--- config.mk ---
export PLATFORM = sky130hd
export DESIGN_NAME = coalescing_input_event_queue_core
export DESIGN_NICKNAME = d
export VERILOG_FILES = /design/src/hw/rtl/cieq_pkg.sv /design/src/hw/rtl/cieq_ram.sv /design/src/hw/rtl/coalescing_input_event_queue_core.sv
export VERILOG_INCLUDE_DIRS = /design/src /design/src/hw/rtl
export SDC_FILE = /design/constraint.sdc
export NUM_CORES = 1
export LEC_CHECK = 0
export ABC_AREA = 0
export BUFFER_PORTS_ARGS = -buffer_cell sky130_fd_sc_hd__buf_4
export CAP_MARGIN = 20
export CORE_ASPECT_RATIO = 1.2
export CORE_MARGIN = 3
export CORE_UTILIZATION = 40
export DETAILED_ROUTE_END_ITERATION = 7
export HOLD_SLACK_MARGIN = 0.1
export PLACE_DENSITY = 0.64
export SYNTH_ARGS = -nofsm -noshare
export SYNTH_HDL_FRONTEND = slang
export SYNTH_SLANG_ARGS = --single-unit
--- constraint.sdc ---
create_clock -name clk -period 11.2 [get_ports clk]
set_clock_uncertainty 0.1 [all_clocks]
set_input_delay 0.56 -clock clk [delete_from_list [all_inputs] [get_ports clk]]
set_output_delay 0.56 -clock clk [all_outputs]
set_load 0.01 [all_outputs]
--- src/hw/rtl/coalescing_input_event_queue_core_assert.svh ---
// Assertion macros used by the event queue core RTL.
`ifndef COALESCING_INPUT_EVENT_QUEUE_CORE_ASSERT_SVH
`define COALESCING_INPUT_EVENT_QUEUE_CORE_ASSERT_SVH

// Check that the consequent holds in the same cycle as the antecedent.
`define CIEQ_ASSERT_NOW(label, ante, cons, msg) \
    label: assert property (@(posedge clk) disable iff (!rst_n) (ante) |-> (cons)) \
        else $error(msg);

// Check that the consequent holds in the cycle after the antecedent.
`define CIEQ_ASSERT_NEXT(label, ante, cons, msg) \
    label: assert property (@(posedge clk) disable iff (!rst_n) (ante) |=> (cons)) \
        else $error(msg);

`endif

--- src/hw/rtl/cieq_pkg.sv ---
`default_nettype none

package cieq_pkg;

    // Operation codes carried by the op input.
    localparam logic OP_ENQUEUE = 1'b0;
    localparam logic OP_DEQUEUE = 1'b1;

    // Configuration register indexes.
    localparam logic REG_SURFACE_WIDTH  = 1'b0;
    localparam logic REG_SURFACE_HEIGHT = 1'b1;

    localparam int SIZE_W = 13;

    // Event kinds.
    typedef enum logic [1:0] {
        KIND_MOTION   = 2'd0,
        KIND_BUTTON   = 2'd1,
        KIND_KEYBOARD = 2'd2,
        KIND_INVALID  = 2'd3
    } kind_t;

    // Result status codes.
    typedef enum logic [1:0] {
        ST_OK      = 2'd0,
        ST_INVALID = 2'd1,
        ST_FULL    = 2'd2,
        ST_EMPTY   = 2'd3
    } status_t;

    // One queued event as it sits in the ring storage.
    typedef struct packed {
        logic [1:0]         kind;
        logic signed [15:0] x;
        logic signed [15:0] y;
        logic [7:0]         button;
        logic [31:0]        serial;
    } entry_t;

endpackage

`default_nettype wire

--- src/hw/rtl/cieq_ram.sv ---
`default_nettype none

module cieq_ram #(
    parameter int WIDTH = 8,
    parameter int DEPTH = 16
) (
    input  wire logic                     clk,
    input  wire logic                     wr_en,
    input  wire logic [$clog2(DEPTH)-1:0] wr_addr,
    input  wire logic [WIDTH-1:0]         wr_data,
    input  wire logic                     rd_en,
    input  wire logic [$clog2(DEPTH)-1:0] rd_addr,
    output logic      [WIDTH-1:0]         rd_data
);

    logic [WIDTH-1:0] mem_reg [DEPTH];
    logic [WIDTH-1:0] rd_data_reg;

    // Single write port.
    always_ff @(posedge clk)
    begin
        if (wr_en)
        begin
            mem_reg[wr_addr] <= wr_data;
        end
    end

    // Registered read port.
    always_ff @(posedge clk)
    begin
        if (rd_en)
        begin
            rd_data_reg <= mem_reg[rd_addr];
        end
    end

    assign rd_data = rd_data_reg;

endmodule

`default_nettype wire

--- src/hw/rtl/coalescing_input_event_queue_core.sv ---
`default_nettype none
// Every accepted command gives its result in the next cycle, strobed by done.
// Throughput: one command per cycle; busy is always low, since head, count and the
// ring write port all settle in the cycle of the transfer.
// Dequeued payload comes from the ring RAM read port, registered in that same cycle.
// Reset clears head, count and the size registers; the ring itself is not cleared.

`include "coalescing_input_event_queue_core_assert.svh"

module coalescing_input_event_queue_core
    import cieq_pkg::*;
#(
    parameter int QUEUE_DEPTH = 16
) (
    input  wire logic               clk,
    input  wire logic               rst_n,
    // Configuration write port.
    input  wire logic               cfg_we,
    input  wire logic               cfg_index,
    input  wire logic [SIZE_W-1:0]  cfg_data,
    // Command side.
    input  wire logic               start,
    output logic                    busy,
    input  wire logic               op,
    input  wire logic [1:0]         event_kind,
    input  wire logic signed [15:0] pos_x,
    input  wire logic signed [15:0] pos_y,
    input  wire logic [7:0]         button_code,
    input  wire logic [31:0]        event_serial,
    // Result side.
    output logic                    done,
    output logic [1:0]              status,
    output logic [1:0]              out_kind,
    output logic signed [15:0]      out_x,
    output logic signed [15:0]      out_y,
    output logic [7:0]              out_button,
    output logic [31:0]             out_serial
);

    localparam int IDX_W = $clog2(QUEUE_DEPTH);
    localparam int CNT_W = $clog2(QUEUE_DEPTH + 1);
    localparam int SUM_W = CNT_W + 1;
    localparam int ENTRY_W = $bits(entry_t);

    logic [SIZE_W-1:0] surface_width_reg;
    logic [SIZE_W-1:0] surface_height_reg;

    logic [IDX_W-1:0] head_reg, head_next;
    logic [CNT_W-1:0] count_reg, count_next;
    logic             last_motion_reg, last_motion_next;
    logic             motion_flag_reg [QUEUE_DEPTH];

    logic    done_reg;
    status_t status_reg, status_next;
    logic    pop_ok_reg;

    logic             accept;
    logic             is_motion;
    logic             event_ok;
    logic             x_ok;
    logic             y_ok;
    logic             coalesce;
    logic             full;
    logic             drop_oldest;
    logic             wr_en;
    logic [IDX_W-1:0] wr_idx;
    logic             rd_en;
    logic [SUM_W-1:0] tail_sum;
    logic [SUM_W-1:0] last_sum;
    logic [IDX_W-1:0] tail_idx;
    logic [IDX_W-1:0] last_idx;
    logic [IDX_W-1:0] head_inc;
    entry_t           wr_entry;
    entry_t           rd_entry;
    logic [ENTRY_W-1:0] rd_data;

    assign busy   = 1'b0;
    assign accept = start && !busy;

    // Configuration registers; an unknown index cannot occur with a one-bit index.
    always_ff @(posedge clk or negedge rst_n)
    begin
        if (!rst_n)
        begin
            surface_width_reg  <= '0;
            surface_height_reg <= '0;
        end
        else if (cfg_we)
        begin
            case (cfg_index)
                REG_SURFACE_WIDTH:  surface_width_reg  <= cfg_data;
                REG_SURFACE_HEIGHT: surface_height_reg <= cfg_data;
                default:            ;
            endcase
        end
    end

    // Ring positions: tail is the next free slot, last the newest entry.
    assign tail_sum = SUM_W'(head_reg) + SUM_W'(count_reg);
    assign last_sum = tail_sum - SUM_W'(1);
    assign tail_idx = (tail_sum >= SUM_W'(QUEUE_DEPTH)) ?
                      IDX_W'(tail_sum - SUM_W'(QUEUE_DEPTH)) : IDX_W'(tail_sum);
    assign last_idx = (last_sum >= SUM_W'(QUEUE_DEPTH)) ?
                      IDX_W'(last_sum - SUM_W'(QUEUE_DEPTH)) : IDX_W'(last_sum);
    assign head_inc = (head_reg == IDX_W'(QUEUE_DEPTH - 1)) ? '0 : head_reg + IDX_W'(1);

    // Event checks; pointer coordinates must be nonnegative and inside the surface.
    assign is_motion = (event_kind == KIND_MOTION);
    assign x_ok = !pos_x[15] && ({2'b00, pos_x[14:0]} < {4'b0000, surface_width_reg});
    assign y_ok = !pos_y[15] && ({2'b00, pos_y[14:0]} < {4'b0000, surface_height_reg});

    always_comb
    begin
        event_ok = (event_serial != 32'd0) && (event_kind != KIND_INVALID);
        if (event_kind != KIND_KEYBOARD && !(x_ok && y_ok))
        begin
            event_ok = 1'b0;
        end
        if (event_kind == KIND_BUTTON && button_code == 8'd0)
        begin
            event_ok = 1'b0;
        end
    end

    assign coalesce    = is_motion && (count_reg != '0) && last_motion_reg;
    assign full        = (count_reg == CNT_W'(QUEUE_DEPTH));
    assign drop_oldest = full && motion_flag_reg[head_reg];

    // Command decode and state update.
    always_comb
    begin
        head_next        = head_reg;
        count_next       = count_reg;
        last_motion_next = last_motion_reg;
        status_next      = ST_OK;
        wr_en            = 1'b0;
        wr_idx           = tail_idx;
        rd_en            = 1'b0;
        if (accept)
        begin
            if (op == OP_ENQUEUE)
            begin
                if (!event_ok)
                begin
                    status_next = ST_INVALID;
                end
                else if (coalesce)
                begin
                    wr_en  = 1'b1;
                    wr_idx = last_idx;
                end
                else if (drop_oldest)
                begin
                    // Oldest motion entry makes room; its slot becomes the newest entry.
                    wr_en            = 1'b1;
                    wr_idx           = head_reg;
                    head_next        = head_inc;
                    last_motion_next = is_motion;
                end
                else if (full)
                begin
                    status_next = ST_FULL;
                end
                else
                begin
                    wr_en            = 1'b1;
                    count_next       = count_reg + CNT_W'(1);
                    last_motion_next = is_motion;
                end
            end
            else
            begin
                if (count_reg == '0)
                begin
                    status_next = ST_EMPTY;
                end
                else
                begin
                    rd_en      = 1'b1;
                    head_next  = head_inc;
                    count_next = count_reg - CNT_W'(1);
                end
            end
        end
    end

    always_ff @(posedge clk or negedge rst_n)
    begin
        if (!rst_n)
        begin
            head_reg        <= '0;
            count_reg       <= '0;
            last_motion_reg <= 1'b0;
            done_reg        <= 1'b0;
            status_reg      <= ST_OK;
            pop_ok_reg      <= 1'b0;
        end
        else
        begin
            head_reg        <= head_next;
            count_reg       <= count_next;
            last_motion_reg <= last_motion_next;
            done_reg        <= accept;
            status_reg      <= status_next;
            pop_ok_reg      <= rd_en;
        end
    end

    // Per-slot motion marks, read at the head for the drop decision.
    always_ff @(posedge clk)
    begin
        if (wr_en)
        begin
            motion_flag_reg[wr_idx] <= is_motion;
        end
    end

    // Ring payload storage.
    assign wr_entry.kind   = event_kind;
    assign wr_entry.x      = pos_x;
    assign wr_entry.y      = pos_y;
    assign wr_entry.button = button_code;
    assign wr_entry.serial = event_serial;

    cieq_ram #(
        .WIDTH (ENTRY_W),
        .DEPTH (QUEUE_DEPTH)
    ) u_ring (
        .clk     (clk),
        .wr_en   (wr_en),
        .wr_addr (wr_idx),
        .wr_data (wr_entry),
        .rd_en   (rd_en),
        .rd_addr (head_reg),
        .rd_data (rd_data)
    );

    // Result fields; payload is zero unless a dequeue returned an entry.
    assign rd_entry   = entry_t'(rd_data);
    assign done       = done_reg;
    assign status     = status_reg;
    assign out_kind   = pop_ok_reg ? rd_entry.kind   : 2'd0;
    assign out_x      = pop_ok_reg ? rd_entry.x      : 16'sd0;
    assign out_y      = pop_ok_reg ? rd_entry.y      : 16'sd0;
    assign out_button = pop_ok_reg ? rd_entry.button : 8'd0;
    assign out_serial = pop_ok_reg ? rd_entry.serial : 32'd0;

    // Assertions.
    `CIEQ_ASSERT_NEXT(a_done_follows_transfer, accept, done, "result strobe missing after transfer")
    `CIEQ_ASSERT_NOW(a_count_bound, 1'b1, count_reg <= CNT_W'(QUEUE_DEPTH), "entry count above depth")
    `CIEQ_ASSERT_NOW(a_full_status, done && status_reg == ST_FULL, full, "full status with free slots")
    `CIEQ_ASSERT_NOW(a_empty_status, done && status_reg == ST_EMPTY, count_reg == '0, "empty status with entries")
    `CIEQ_ASSERT_NOW(a_pop_payload, pop_ok_reg, done && status_reg == ST_OK, "payload without a good dequeue")

endmodule

`default_nettype wire
==> reports/qor.txt <==
Initial antenna violation count - 6
Nets - 2596
Seq pwr share - 45.0%
Synth area leaders - edfxtp_1 76%, mux4_2 17%, dfrtp_1 2.0%
Part of the Yosys area used for sequential elements - 77.8%
Initial Utilization - 40.3%
Top FF cell, synth - edfxtp_1
CP Launch Type - flip-flop
Longest Clk Path Bufs - 3
Ys async rst share - 3.04%
Post-synth EDFFs - 1274
Pre-CTS setup slack - 4.44 ns
Wire length of the first global-routing pass - 171 mm
Clock power share - 31.6%
Final hold slack - 0.169 ns
Die area - 130000 um^2
Most frequent cell after synthesis - edfxtp_1
Post-layout minimum cycle time - 6.61 ns
Synth unique cells - 60
Leakage - 18.9 nW
CTS tree - built
Final HPWL DP - 63.3 mm
Mapped Area - 50400 um^2
Synth Register Bits - 1314
CP endpoint kind - flip-flop
RSZ-0062 raised after global routing - no
Cell Rows - 142
Final wirelength - 114 mm
Syn Inst Count - 2131
PwrDens - 230 nW/um^2
Post-synth top cells - 1274 x edfxtp_1, 373 x mux4_2, 74 x and2_1, 59 x clkbuf_1, 40 x dfrtp_1
Clk pin slew, worst setup/hold paths - 0.06 ns
WP data required - 11.45 ns
Core Region - 125000 um^2
Status - complete, no violations
Net switching power - 3.64 mW
GR Overflow Total - 0
Max Slew Vio Count - 0
1st-iter DRT viols - 2037
Largest register FFs - 1184
H-tree depth - 4
Total global-route track usage - 17.9%
Period utilisation layout - 59.0%
Max Cap Violations - 0
Vias in the first global route - 25.2k
TritonRoute pass-1 iters - 5
Worst path max stage delay - 0.93 ns
DRC - 0
Port Buffers - 169
Post-CTS Setup Inserts - 0
Syn. warnings - 0
Clk sinks - 1314
CP cell instances - buf_4 > buf_12 > mux4_2 > mux2i_4 > o22ai_4 > nand2_2 > and3_1 > a311oi_2 > o22ai_1 > and3_4 > buf_4
Syn_nets - 2258
Final Hold Viols - 0
Vias - 23.2k
Setup CP Type - reg -> reg
CP arrival - 6.86 ns
Yosys top cell area share - 75.9%
Chip Width - 330 um
Critical-path maximum fanout - 103
Internal power - 9.92 mW
Worst-Margin Slew - 1.09 ns
Synth area leader - edfxtp_1
Critical-path top delay cell - dfrtp_4
Drt wl/cell - 27.0 um
Final setup viols - 0
Rel. slew slack - 27.5%
Vias per inst - 5.48
Post-route setup slack - 4.59 ns
Fmax - 151 MHz
Switching Fraction - 26.8%
Share of cells above drive strength 1 - 32.0%
Die height - 395 um
Comb pwr share - 23.4%
Worst path bufs/invs - 3
Routability-driven placement congestion ratio - 0.808
Setup TNS - 0 ns
Post-route ant nets - 0
VDD IR-drop max - 0.235 mV
Hold WC Path Type - in -> reg
Critical path's top delay family - buffers and inverters
Io pins - 171
Clk_lat worst skew - 0.74 ns
CTS Root Cell - clkbuf_16
Total CTS buffers - 132
Worst path most repeated cell - buf_4
Syn avg cell area - 23.7 um^2
Fillers - 10.2k
Layout area overhead - 16.9%
Largest net degree at the start of global routing - 104
-- power by group through the flow --
stage	clock (mW)	combinational (mW)	sequential, mW
final	4.28	3.17	6.10
after global routing	4.58	3.41	6.14
after CTS	4.38	3.25	6.11
after detailed placement	0	3.21	6.21
after global placement	0	3.15	6.20
after floorplan	0	2.42	6.01
-- per-layer routing --
| metal | up-vias | GRT usage, % | routed length (um) |
|---|---|---|---|
| li1 | 9760 | - | - |
| met1 | 12500 | 24.1 | 46000 |
| met2 | 759 | 30.1 | 59300 |
| met3 | 182 | 3.05 | 6580 |
| met4 | 2 | 5.02 | 2420 |
| met5 | - | 0 | 13 |
-- cell usage in the layout, fill, tap and decap left out, types with 11 or more instances in the layout --
cell type | Yosys | layout
nand2_1 | 29 | 29
nor4_1 | 14 | 14
dfrtp_1 | 40 | 35
buf_4 | 1 | 209
edfxtp_1 | 1274 | 1274
o21ai_0 | 21 | 21
nand3_1 | 11 | 11
clkbuf_16 | 0 | 132
mux2_2 | 17 | 17
clkinv_1 | 0 | 18
dlygate4sd3_1 | 0 | 89
clkbuf_1 | 59 | 36
mux4_2 | 373 | 373
a21oi_1 | 17 | 17
clkinv_2 | 0 | 20
ha_1 | 32 | 32
inv_1 | 33 | 33
and2_1 | 74 | 74
-- worst paths after layout --
path                                               startpoint  cells after the start                                 end  slack [ns]
min reg2reg                surface_height_reg[10]$_DFFE_PN0P_                      1  surface_height_reg[10]$_DFFE_PN0P_        0.40
min in group asynchronous                               rst_n                      2                 status[0]$_DFF_PN0_        0.26
max reg2reg                           head_reg[0]$_DFFE_PN0P_                     11    u_ring.mem_reg[13][11]$_DFFE_PP_        4.59
max                                   head_reg[0]$_DFFE_PN0P_                     11    u_ring.mem_reg[13][11]$_DFFE_PP_        4.59
min                                             event_kind[1]                      1     u_ring.mem_reg[2][73]$_DFFE_PP_        0.17
max in group asynchronous                               rst_n                      2             head_reg[0]$_DFFE_PN0P_       10.19
-- cell families after synthesis --
family | after synthesis | share of synthesized area (%)
muxes | 397 | 17.2
other | 1 | 0.00744
AOI/OAI and AO/OA | 64 | 0.844
and+or+nand+nor | 180 | 2.06
adders and majority gates | 34 | 0.873
xor gates and xnor gates | 9 | 0.156
DFF | 1314 | 77.8
buffers and inverters | 132 | 1.01
-- stage by stage --
| stage | cell area, um^2 | utilization, % | power [mW] | cells |
|---|---|---|---|---|
| after global routing | 59000 | 47.1 | 14.1 | 4229 |
| after global placement | 53800 | 43.0 | 9.35 | 3898 |
| after detailed placement | 53800 | 43.0 | 9.42 | 3900 |
| after CTS | 58900 | 47.1 | 13.7 | 4227 |
| after floorplan | 50400 | - | 8.43 | 2131 |
| final | 59000 | 47.1 | 13.6 | 4233 |
-- cell type report --
cell class	instances	area, um^2	share of cell area [%]
inverter	33	124	0.210
multi-input combinational	685	10700	18.2
sequential	1314	39300	66.6
clock inverter	68	731	1.24
tap	1656	2070	3.51
clock buffer	170	3470	5.88
timing repair buffer	303	2540	4.31
antenna	4	10.0	0.0170
-- repair_timing --
item,CTS,global route
hold buffers,89,0
gates resized for setup,0,0
endpoints found under the hold margin,1236,0
(Power assumes the default switching activity.)
